===== config.mk =====
export PLATFORM = sky130hd
export DESIGN_NAME = thread_suspend_run_queue_scheduler
export DESIGN_NICKNAME = d
export VERILOG_FILES = /design/src/sv/tsrq_pkg.sv /design/src/sv/tsrq_front.sv /design/src/sv/tsrq_back.sv /design/src/sv/thread_suspend_run_queue_scheduler.sv
export SDC_FILE = /design/constraint.sdc
export NUM_CORES = 2
export LEC_CHECK = 0
export BUFFER_PORTS_ARGS = -buffer_cell sky130_fd_sc_hd__clkbuf_2
export CAP_MARGIN = 20
export CORE_ASPECT_RATIO = 0.75
export CORE_MARGIN = 3
export CORE_UTILIZATION = 29
export DETAILED_ROUTE_END_ITERATION = 8
export GPL_TIMING_DRIVEN = 0
export SETUP_SLACK_MARGIN = 0.3
export SLEW_MARGIN = 20
export SYNTH_ARGS = -nofsm -noshare
export SYNTH_HDL_FRONTEND = slang
export SYNTH_HIERARCHICAL = 1
export SYNTH_SLANG_ARGS = --single-unit

===== constraint.sdc =====
create_clock -name clk -period 16.4 [get_ports clk]
set_input_delay 1.64 -clock clk [delete_from_list [all_inputs] [get_ports clk]]
set_output_delay 1.64 -clock clk [all_outputs]
set_load 0.02 [all_outputs]

===== src/sv/tsrq_pkg.sv =====
// Package: shared types and constants for the thread run queue scheduler.
`timescale 1ns / 1ps
package tsrq_pkg;
	localparam int THREAD_COUNT = 64;
	localparam int SUSPEND_BITS = 16;
	localparam int TW = $clog2(THREAD_COUNT);
	localparam int QDEPTH = 2;

	typedef enum logic [2:0] {
		CMD_ADD = 3'd0, CMD_SUSPEND = 3'd1, CMD_RESUME = 3'd2, CMD_ABORT = 3'd3,
		CMD_DESTROY = 3'd4, CMD_YIELD = 3'd5, CMD_SCHEDULE = 3'd6, CMD_BAD = 3'd7
	} cmd_t;

	typedef enum logic [1:0] {
		ST_STOPPED = 2'd0, ST_RUNNABLE = 2'd1, ST_RUNNING = 2'd2, ST_REMOVED = 2'd3
	} tstate_t;

	typedef enum logic [1:0] {
		SC_OK = 2'd0, SC_INVALID = 2'd1, SC_OVERFLOW = 2'd2, SC_COUNT = 2'd3
	} status_t;

	typedef enum logic [2:0] {
		BK_IDLE, BK_READ, BK_EXEC, BK_LINK, BK_SCHED, BK_SREAD, BK_SEXEC, BK_OUT
	} bstate_t;

	typedef struct packed {
		cmd_t            cmd;
		logic [TW-1:0]   tid;
		logic            bad;
	} op_t;

	typedef struct packed {
		logic [1:0]    status_code;
		logic [5:0]    next_thread;
		logic          next_is_idle;
		logic          switched;
		logic          kick_cpu;
		logic          interrupt_running;
		logic          dead_valid;
		logic [5:0]    dead_thread;
	} res_t;
endpackage


===== src/sv/tsrq_front.sv =====
// Front end: accepts command beats, classifies them and queues them for execution.
`timescale 1ns / 1ps
module tsrq_front (
	input  logic            clk,
	input  logic            arst_n,
	input  logic            valid,
	output logic            stall,
	input  logic [2:0]      command,
	input  logic [5:0]      thread_id,
	output logic            op_valid,
	input  logic            op_take,
	output tsrq_pkg::op_t   op
);
	import tsrq_pkg::*;

	op_t  buf_q [QDEPTH];
	logic wp_q, rp_q;
	logic [1:0] cnt_q;
	op_t  in_op;

	assign stall = (cnt_q == 2'(QDEPTH));
	assign op_valid = (cnt_q != 2'd0);
	assign op = buf_q[rp_q];

	always_comb begin
		in_op.cmd = cmd_t'(command);
		in_op.tid = thread_id[TW-1:0];
		in_op.bad = (command == CMD_BAD) ||
			((command != CMD_SCHEDULE) && ({26'd0, thread_id} >= THREAD_COUNT));
	end

	always_ff @(posedge clk) begin
		if (valid && !stall) buf_q[wp_q] <= in_op;
	end

	always_ff @(posedge clk or negedge arst_n) begin
		if (!arst_n) begin
			wp_q <= 1'b0;
			rp_q <= 1'b0;
			cnt_q <= 2'd0;
		end else begin
			if (valid && !stall) wp_q <= ~wp_q;
			if (op_valid && op_take) rp_q <= ~rp_q;
			cnt_q <= cnt_q + 2'(valid && !stall) - 2'(op_valid && op_take);
		end
	end
endmodule


===== src/sv/tsrq_back.sv =====
// Back end: thread table, linked run queue and command execution sequencer.
`timescale 1ns / 1ps
module tsrq_back (
	input  logic            clk,
	input  logic            arst_n,
	input  logic            op_valid,
	output logic            op_take,
	input  tsrq_pkg::op_t   op,
	output logic            res_valid,
	input  logic            res_stall,
	output tsrq_pkg::res_t  res
);
	import tsrq_pkg::*;

	localparam logic [SUSPEND_BITS-1:0] CMAX = '1;

	tstate_t                 ts_mem  [THREAD_COUNT];
	logic [SUSPEND_BITS-1:0] cnt_mem [THREAD_COUNT];
	logic [THREAD_COUNT-1:0] vld_q;
	logic [THREAD_COUNT-1:0] ps_q, pd_q, py_q;
	logic [TW-1:0] nxt_mem [THREAD_COUNT];
	logic [TW-1:0] prv_mem [THREAD_COUNT];
	logic [TW-1:0] head_q, tail_q, run_q;
	logic          qe_q, idle_q;

	bstate_t st_q, st_d;
	op_t     op_q;
	res_t    res_q;
	logic [TW-1:0] nx_q, pv_q, cur_q;
	logic          cur_idle_q;

	logic          nxt_we, prv_we;
	logic [TW-1:0] nxt_wa, nxt_wd, prv_wa, prv_wd, rd_a;

	tstate_t                 ts_rd_q;
	logic [SUSPEND_BITS-1:0] cnt_rd_q;
	logic                    vld_rd_q;
	logic [TW-1:0]           ta;
	logic                    ts_we, cnt_we;
	logic [TW-1:0]           ts_wa, cnt_wa;
	tstate_t                 ts_wd;
	logic [SUSPEND_BITS-1:0] cnt_wd;

	logic [TW-1:0] t;
	tstate_t       tst;
	logic [SUSPEND_BITS-1:0] tc;
	assign t   = op_q.tid;
	assign tst = vld_rd_q ? ts_rd_q : ST_REMOVED;
	assign tc  = vld_rd_q ? cnt_rd_q : '0;
	assign ta  = (st_q == BK_IDLE) ? run_q : t;

	assign op_take = (st_q == BK_IDLE);
	assign res_valid = (st_q == BK_OUT);
	assign res = res_q;

	always_ff @(posedge clk) begin
		if (ts_we) ts_mem[ts_wa] <= ts_wd;
		if (cnt_we) cnt_mem[cnt_wa] <= cnt_wd;
		ts_rd_q <= ts_mem[ta];
		cnt_rd_q <= cnt_mem[ta];
		vld_rd_q <= vld_q[ta];
		if (nxt_we) nxt_mem[nxt_wa] <= nxt_wd;
		if (prv_we) prv_mem[prv_wa] <= prv_wd;
		nx_q <= nxt_mem[rd_a];
		pv_q <= prv_mem[rd_a];
	end

	always_comb begin
		st_d = st_q;
		rd_a = (st_q == BK_SREAD) ? head_q : t;
		case (st_q)
			BK_IDLE:  if (op_valid) st_d = (op.cmd == CMD_SCHEDULE && !op.bad) ? BK_SCHED : BK_READ;
			BK_READ:  st_d = BK_EXEC;
			BK_EXEC:  st_d = BK_LINK;
			BK_LINK:  st_d = BK_OUT;
			BK_SCHED: st_d = BK_SREAD;
			BK_SREAD: st_d = BK_SEXEC;
			BK_SEXEC: st_d = BK_OUT;
			BK_OUT:   if (!res_stall) st_d = BK_IDLE;
			default:  st_d = BK_IDLE;
		endcase
	end

	always_comb begin
		ts_we = 1'b0; ts_wa = t; ts_wd = ST_REMOVED;
		cnt_we = 1'b0; cnt_wa = t; cnt_wd = tc;
		case (st_q)
			BK_EXEC:
				if (!op_q.bad) begin
					case (op_q.cmd)
						CMD_ADD:
							if (tst == ST_REMOVED) begin
								ts_we = 1'b1; ts_wd = ST_STOPPED;
								cnt_we = 1'b1; cnt_wd = SUSPEND_BITS'(1);
							end
						CMD_SUSPEND:
							if (tst == ST_RUNNABLE) begin
								ts_we = 1'b1; ts_wd = ST_STOPPED;
								cnt_we = 1'b1; cnt_wd = SUSPEND_BITS'(1);
							end else if (tst == ST_STOPPED && tc != '0 && tc != CMAX) begin
								cnt_we = 1'b1; cnt_wd = tc + 1'b1;
							end
						CMD_RESUME, CMD_ABORT:
							if (tst == ST_STOPPED && tc != '0) begin
								cnt_we = 1'b1; cnt_wd = tc - 1'b1;
								if (tc == SUSPEND_BITS'(1)) begin
									ts_we = 1'b1; ts_wd = ST_RUNNABLE;
								end
							end
						CMD_DESTROY:
							if (tst == ST_RUNNABLE || tst == ST_STOPPED) begin
								ts_we = 1'b1; ts_wd = ST_REMOVED;
							end
						default: ;
					endcase
				end
			BK_SCHED:
				if (!cur_idle_q) begin
					ts_wa = cur_q; cnt_wa = cur_q;
					if (pd_q[cur_q]) begin
						ts_we = 1'b1; ts_wd = ST_REMOVED;
					end else if (ps_q[cur_q]) begin
						ts_we = 1'b1; ts_wd = ST_STOPPED;
						if (tc != CMAX) begin
							cnt_we = 1'b1; cnt_wd = tc + 1'b1;
						end
					end else if (py_q[cur_q]) begin
						ts_we = 1'b1; ts_wd = ST_RUNNABLE;
					end
				end
			BK_SEXEC:
				if (!do_rm_q && !qe_q) begin
					ts_we = 1'b1; ts_wa = head_q; ts_wd = ST_RUNNING;
				end
			default: ;
		endcase
	end

	// Queue link updates happen in one place per cycle; removal takes EXEC then LINK.
	logic do_rm_q;
	always_ff @(posedge clk or negedge arst_n) begin
		if (!arst_n) begin
			st_q <= BK_IDLE;
			vld_q <= '0;
			ps_q <= '0; pd_q <= '0; py_q <= '0;
			head_q <= '0; tail_q <= '0; qe_q <= 1'b1;
			run_q <= '0; idle_q <= 1'b1;
			do_rm_q <= 1'b0;
			op_q <= '0;
			res_q <= '0;
			cur_q <= '0;
			cur_idle_q <= 1'b1;
		end else begin
			st_q <= st_d;
			case (st_q)
				BK_IDLE: begin
					if (op_valid) op_q <= op;
					res_q <= '0;
					do_rm_q <= 1'b0;
					cur_q <= run_q;
					cur_idle_q <= idle_q;
				end
				BK_EXEC: begin
					if (op_q.bad) res_q.status_code <= SC_INVALID;
					else case (op_q.cmd)
						CMD_ADD:
							if (tst != ST_REMOVED) res_q.status_code <= SC_INVALID;
							else begin
								vld_q[t] <= 1'b1;
								ps_q[t] <= 1'b0; pd_q[t] <= 1'b0; py_q[t] <= 1'b0;
							end
						CMD_SUSPEND:
							case (tst)
								ST_RUNNING: ps_q[t] <= 1'b1;
								ST_RUNNABLE: do_rm_q <= 1'b1;
								ST_STOPPED:
									if (tc == '0) res_q.status_code <= SC_COUNT;
									else if (tc == CMAX) res_q.status_code <= SC_OVERFLOW;
								default: ;
							endcase
						CMD_RESUME, CMD_ABORT:
							case (tst)
								ST_RUNNING:
									if (op_q.cmd == CMD_RESUME) begin
										if (!ps_q[t]) res_q.status_code <= SC_COUNT;
										ps_q[t] <= 1'b0;
									end
								ST_RUNNABLE:
									if (op_q.cmd == CMD_RESUME) res_q.status_code <= SC_COUNT;
								ST_STOPPED:
									if (tc == '0) res_q.status_code <= SC_COUNT;
									else if (tc == SUSPEND_BITS'(1)) begin
										res_q.kick_cpu <= 1'b1;
										if (qe_q) begin head_q <= t; qe_q <= 1'b0; end
										tail_q <= t;
									end
								default: ;
							endcase
						CMD_DESTROY:
							case (tst)
								ST_RUNNING: begin pd_q[t] <= 1'b1; res_q.interrupt_running <= 1'b1; end
								ST_RUNNABLE, ST_STOPPED: begin
									do_rm_q <= (tst == ST_RUNNABLE);
									res_q.dead_valid <= 1'b1;
									res_q.dead_thread <= 6'(t);
								end
								default: res_q.status_code <= SC_INVALID;
							endcase
						CMD_YIELD:
							if (tst == ST_RUNNING) py_q[t] <= 1'b1;
							else res_q.status_code <= SC_INVALID;
						default: res_q.status_code <= SC_INVALID;
					endcase
				end
				BK_LINK:
					if (do_rm_q && !qe_q) begin
						if (head_q == t && tail_q == t) qe_q <= 1'b1;
						else begin
							if (head_q == t) head_q <= nx_q;
							if (tail_q == t) tail_q <= pv_q;
						end
					end
				BK_SCHED:
					if (!cur_idle_q) begin
						if (pd_q[cur_q]) begin
							pd_q[cur_q] <= 1'b0;
							res_q.dead_valid <= 1'b1; res_q.dead_thread <= 6'(cur_q);
						end else if (ps_q[cur_q]) begin
							ps_q[cur_q] <= 1'b0;
							if (tc == CMAX) res_q.status_code <= SC_OVERFLOW;
						end else if (py_q[cur_q]) begin
							py_q[cur_q] <= 1'b0;
							if (qe_q) begin head_q <= cur_q; qe_q <= 1'b0; end
							tail_q <= cur_q;
						end else begin
							res_q.next_thread <= 6'(cur_q);
							do_rm_q <= 1'b1;
						end
					end
				BK_SEXEC:
					if (!do_rm_q) begin
						if (!qe_q) begin
							res_q.switched <= cur_idle_q || (head_q != cur_q);
							run_q <= head_q; idle_q <= 1'b0;
							res_q.next_thread <= 6'(head_q);
							if (head_q == tail_q) qe_q <= 1'b1;
							else head_q <= nx_q;
						end else begin
							res_q.switched <= !cur_idle_q;
							run_q <= '0; idle_q <= 1'b1;
							res_q.next_is_idle <= 1'b1;
						end
					end
				default: ;
			endcase
		end
	end

	// Link writes: append in EXEC or SCHED, splice out of the middle in LINK.
	logic app_exec, app_sched;
	assign app_exec = (st_q == BK_EXEC) && !op_q.bad && !qe_q && tst == ST_STOPPED &&
		(op_q.cmd == CMD_RESUME || op_q.cmd == CMD_ABORT) && tc == SUSPEND_BITS'(1);
	assign app_sched = (st_q == BK_SCHED) && !cur_idle_q && !qe_q && !pd_q[cur_q] &&
		!ps_q[cur_q] && py_q[cur_q];

	always_comb begin
		nxt_we = 1'b0; prv_we = 1'b0;
		nxt_wa = tail_q; prv_wa = t;
		nxt_wd = t; prv_wd = tail_q;
		if (app_exec) begin
			nxt_we = 1'b1; prv_we = 1'b1;
		end else if (app_sched) begin
			nxt_we = 1'b1; prv_we = 1'b1;
			nxt_wd = cur_q; prv_wa = cur_q;
		end else if (st_q == BK_LINK && do_rm_q && !qe_q &&
				!(head_q == t && tail_q == t)) begin
			nxt_we = (head_q != t); nxt_wa = pv_q; nxt_wd = nx_q;
			prv_we = (tail_q != t); prv_wa = nx_q; prv_wd = pv_q;
		end
	end
endmodule


===== src/sv/thread_suspend_run_queue_scheduler.sv =====
// Top level: thread scheduler with suspend counts and a linked FIFO run queue.
`timescale 1ns / 1ps
// Commands pass through a two-beat queue into an execution sequencer that owns
// the thread table and queue links. Each command yields one result beat. Every
// command holds the sequencer through the take from the queue, three working
// states (table commands read the entry and links, execute, splice; schedule
// settles the marks of the running entry read at the take, reads the head link,
// picks) and an output state, and the sequencer takes no new command until the
// result beat of the last one is taken. The table and link memories each have a
// single registered read port. A per-thread valid bit makes untouched table
// entries read as removed with a zero count, so no clearing pass is needed.
module thread_suspend_run_queue_scheduler (
	input  logic       clk,
	input  logic       arst_n,
	input  logic       in_valid,
	output logic       in_stall,
	input  logic [2:0] command,
	input  logic [5:0] thread_id,
	output logic       out_valid,
	input  logic       out_stall,
	output logic [1:0] status_code,
	output logic [5:0] next_thread,
	output logic       next_is_idle,
	output logic       switched,
	output logic       kick_cpu,
	output logic       interrupt_running,
	output logic       dead_valid,
	output logic [5:0] dead_thread
);
	import tsrq_pkg::*;

	logic op_valid, op_take;
	op_t  op;
	res_t res;

	tsrq_front u_front (
		.clk(clk), .arst_n(arst_n), .valid(in_valid), .stall(in_stall),
		.command(command), .thread_id(thread_id),
		.op_valid(op_valid), .op_take(op_take), .op(op)
	);

	tsrq_back u_back (
		.clk(clk), .arst_n(arst_n), .op_valid(op_valid), .op_take(op_take), .op(op),
		.res_valid(out_valid), .res_stall(out_stall), .res(res)
	);

	assign status_code       = res.status_code;
	assign next_thread       = res.next_thread;
	assign next_is_idle      = res.next_is_idle;
	assign switched          = res.switched;
	assign kick_cpu          = res.kick_cpu;
	assign interrupt_running = res.interrupt_running;
	assign dead_valid        = res.dead_valid;
	assign dead_thread       = res.dead_thread;
endmodule

==> flow_results.org <==
** Run status
- Result of the run :: completed

** Clock network
- Clk root buf :: clkbuf_16
- Clock-pin slew on the worst setup and hold paths :: around 70 ps
- For the worst-skew pair, the clock arrives at the later sink with an insertion delay of ~920 ps.
- Number of setup buffers added after CTS :: 0
- In this run, post-CTS hold repair placed 0 buffers.
- Counting the buffers created by CTS gives 226.
- In this run, post-CTS repair resized a total of 0 instances.
- H-tree level count :: 4
- The clock net in this run drives a total of 2291 sinks.
- Worst-case clock buffer depth :: 4
- TritonCTS clock tree :: built

** Layout
- Sequential standard cell area :: 66900 um^2
- With fillers left out, the area of the finished cells amounts to between 100000 and 150000 um^2.
- Commonest cells after routing, fill and taps aside :: edfxtp_1 (1940), nand2_1 (1125), nand3_1 (403)
- Number of nets in the finished design :: 7461
- Area added between synthesis and finish :: 16.2%
- Most frequent standard cell in the layout excluding fill and tap cells :: edfxtp_1
- Area of the multi-input gates :: 30700 um^2
- Fill cells in the final layout number 32560.
- Layout cell share with drive strength beyond 1 :: 0.160

** Power
- Leakage component of the power :: 38.9 nW
- IR analysis of the VDD net gives a maximum drop of ~0.12 mV.
- Dividing total power by cell area gives a power density of 189 nW/um^2.

** Logic synthesis
- Of all flip-flops after synthesis, the portion carrying an async set or reset was 0.140.
- Sequential area share after synthesis :: 0.675
- In the synthesized netlist, the number of instances is 7024.
- Top flip-flop cell by instance count after synthesis :: edfxtp_1
- Number of enable-type register cells in the synthesized netlist :: 1940
- The netlist uses 98 different library cells.
- Post-synth net total :: approximately 7000
- Average footprint of a synthesized cell :: 14.1 um^2
- Synthesis inferred 2291 register bits.
- For this run, the number of Yosys warnings is 6.
- In this run the cell area of the synthesized design comes to around 99000 um^2.

** Critical path
- The worst register-to-register path has a setup slack of 8530 ps.
- In this run the critical register-to-register path is launched from u_back/vld_rd_q$_DFF_P_.
- In this run the critical register-to-register path is captured at u_back/cnt_mem[16][2]$_DFFE_PP_.
- By startpoint and endpoint, the worst setup path is classified as flop to flop.
- In this run the worst path has a maximum fanout of 20.
- Worst-path cell with the longest stage delay :: nor4_1
- For the worst setup path, the data required time is 17140 ps.
- The signal on the critical path passes through clkbuf_1, clkbuf_1, clkbuf_1, clkbuf_1, buf_1, nand2_1, inv_1, ha_1, nand3_1, nor4_1, a211oi_1, clkbuf_1, a21oi_1, a2111oi_0, a311oi_4, buf_6, buf_6, buf_6.
- Arrival time at the worst endpoint :: 8610 ps
- Critical Path Start :: u_back/vld_rd_q$_DFF_P_
- Bufs and invs on worst path :: 10
- On the critical path the largest part of the delay comes from buffers and inverters.
- Top cell by count, worst path :: clkbuf_1
- In this run the number of cells on the critical path is 18.
- The worst setup path is launched from a flop.
- In this design, the stage delay of the slowest critical-path cell is 1000 ps.
- Worst Reg2Reg Path Length in Cells :: 18
- Worst Setup End Kind :: flop

** Die
- Die X :: 681 um
- Row generation in the floorplan step produced between 150 and 200 rows.
- Ports :: 34
- For this configuration, the core starts out at a cell density of 0.292.
- Floorplan die area :: 349000 um^2
- The region available for standard cell placement spans about 340000 um^2.
- In this run the vertical extent of the chip is 512 um.

** Timing
- Final Setup Violations :: 0
- For the finished layout, the period the worst path requires is 7870 ps.
- Count of final max-slew check failures :: 0
- Clock skew :: 95.7 ps
- Headroom to the max-slew limit came out at 0.118.
- Setup repair after global routing left no endpoint under its margin.
- Max Freq :: approximately 0.13 GHz
- Final period utilization :: 0.480
- Number of endpoints with negative hold slack in the final report :: 0
- In the final timing run, aggregate negative setup slack is 0 ps.
- Slew at the pin with the worst max-slew slack :: 1320 ps
- Final worst slack :: between 8000 and 9000 ps

** Global routing
- In the global route stage, overall resource usage came out at 0.204.
- The first global-routing pass estimated 510 mm of wire.
- Entering global routing, the biggest net connects 87 pins.
- The via count of the first global-routing pass came to roughly 66000.
- Remaining Overflow, GRT :: 0
- Initial antenna violation count :: 20

** Worst hold path
- HP Class :: flop to flop
- Hold Startpoint :: u_back/vld_q[47]$_DFFE_PN0P_
- Along the worst hold path, the cell count comes to 1.
- End of the worst hold path :: u_back/vld_q[47]$_DFFE_PN0P_

** Placed design
- Number of buffer cells added on primary ports :: 33
- The wire-length estimate of the detail-placed layout is 267 mm.
- Area post-placement :: roughly 110000 um^2
- Routability-driven placement finished with a final weighted congestion of 1.07.
- At the placement stage, the worst setup path has a slack of 8940 ps.

** Routing
- The detailed router finished its first iteration with 11798 violations.
- Remaining antenna violation count after routing :: 0
- After detailed routing, the number of remaining DRC violations is 0.
- In the final routed layout, each cell accounts on average for ~30 um.
- Detailed Route WL :: 367 mm
- Count of vias placed by the detailed router :: just under 70000
- Via count normalized by instance count :: 5.72
- Before antenna repair, the detailed router went through 9 iterations.

** Flow run
- Max-cap violations in this run came to 0.
==> routing by layer <==
metal,vias to the layer above,track usage,wire length [um]
met4,6,0.0625,12600
met1,35797,0.296,151000
met5,-,0,40
met2,4807,0.274,146000
met3,675,0.0819,56700
li1,28026,-,-
==> report_power, final <==
part / total (mW) / leakage, nW / internal (mW) / switching [mW]
registers: 7.33 / 22.1 / 7.14 / 0.196
logic: 9.18 / 13.2 / 2.47 / 6.71
clock network: 5.23 / 3.55 / 2.94 / 2.29
==> flip-flops by register name, indices dropped and copies added (netlist names), 2 cells and up, named ones only <==
signal           cells
u_back/tail_q        6
u_front/cnt_q        2
u_back/head_q        6
u_back/nxt_mem     384
u_front/buf_q       20
u_back/st_q          3
u_back/pv_q          6
u_back/t             6
u_back/ts_mem      128
u_back/vld_q        64
u_back/prv_mem     384
u_back/ts_rd_q       2
u_back/cnt_rd_q     16
u_back/op_q          4
u_back/run_q         6
u_back/nx_q          6
u_back/cur_q         6
u_back/cnt_mem    1024
u_back/res          19
==> logic make-up (layout without fill, tap and decap cells) <==
| group | after synthesis | in the layout | share of synthesized area |
|---|---|---|---|
| AO/OA/AOI/OAI | 1106 | 1106 | 0.0796 |
| XOR/XNOR | 44 | 44 | 0.00389 |
| adder cells (fa/ha/maj) | 6 | 6 | 0.000732 |
| buffers and inverters | 558 | 1152 | 0.0228 |
| flip-flops | 2291 | 2291 | 0.675 |
| multiplexers | 688 | 688 | 0.111 |
| other | 0 | 11 | 0 |
| AND/OR/NAND/NOR | 2331 | 2331 | 0.107 |
==> metrics by stage <==
stage / utilization / hold slack (ps) / std cells / total power, mW
global route: 0.339 / 470 / 12108 / 22.3
finish: 0.339 / 454 / 12117 / 21.7
global placement: 0.309 / 435 / 11545 / 15.9
detailed placement: 0.317 / 444 / 11702 / 16.2
CTS: 0.339 / 458 / 12105 / 21.4
floorplan: - / 423 / 7024 / 12.0
==> area by class of cell <==
type,count,share of cell area
clock inverters,131,0.0116
well taps,4488,0.0487
diodes,11,0.000239
clock buffers,272,0.0516
plain buffers,516,0.0185
inverters,42,0.00150
flip-flops and latches,2291,0.581
multi-input cells,4175,0.266
repair buffers,191,0.0209
==> worst max path at each step <==
stage	to	slack, ps
global placement	u_back/cnt_mem[17][2]$_DFFE_PP_	1920
global route	u_back/cnt_mem[19][2]$_DFFE_PP_	8390
finish	u_back/cnt_mem[16][2]$_DFFE_PP_	8530
detailed placement	u_back/cnt_mem[16][2]$_DFFE_PP_	8940
CTS	u_back/cnt_mem[16][2]$_DFFE_PP_	8890
floorplan	u_back/cnt_mem[0][2]$_DFFE_PP_	9380
==> synthesized netlist by cell type (all sizes together), types with 26 or more instances <==
| master | n | share of area |
|---|---|---|
| nand3 | 403 | 0.020 |
| a31oi | 115 | 0.0073 |
| a21oi | 85 | 0.0043 |
| and2 | 95 | 0.0060 |
| nand2b | 27 | 0.0017 |
| a22o | 43 | 0.0038 |
| a311o | 26 | 0.0026 |
| mux2 | 75 | 0.0085 |
| dfxtp | 31 | 0.0063 |
| nand2 | 1125 | 0.043 |
| edfxtp | 1940 | 0.59 |
| nor2 | 249 | 0.0097 |
| a211oi | 96 | 0.0073 |
| inv | 39 | 0.0015 |
| a311oi | 87 | 0.0077 |
| dfrtp | 317 | 0.080 |
| buf | 148 | 0.0073 |
| a21o | 28 | 0.0021 |
| mux4 | 322 | 0.073 |
| a22oi | 67 | 0.0053 |
| nor3 | 169 | 0.0087 |
| o22ai | 68 | 0.0043 |
| clkbuf | 368 | 0.014 |
| mux2i | 291 | 0.029 |
| o21ai | 235 | 0.012 |
| and3 | 131 | 0.0083 |
| o2bb2ai | 50 | 0.0044 |
| o21bai | 46 | 0.0035 |
Power figures use the tool's default switching activity.
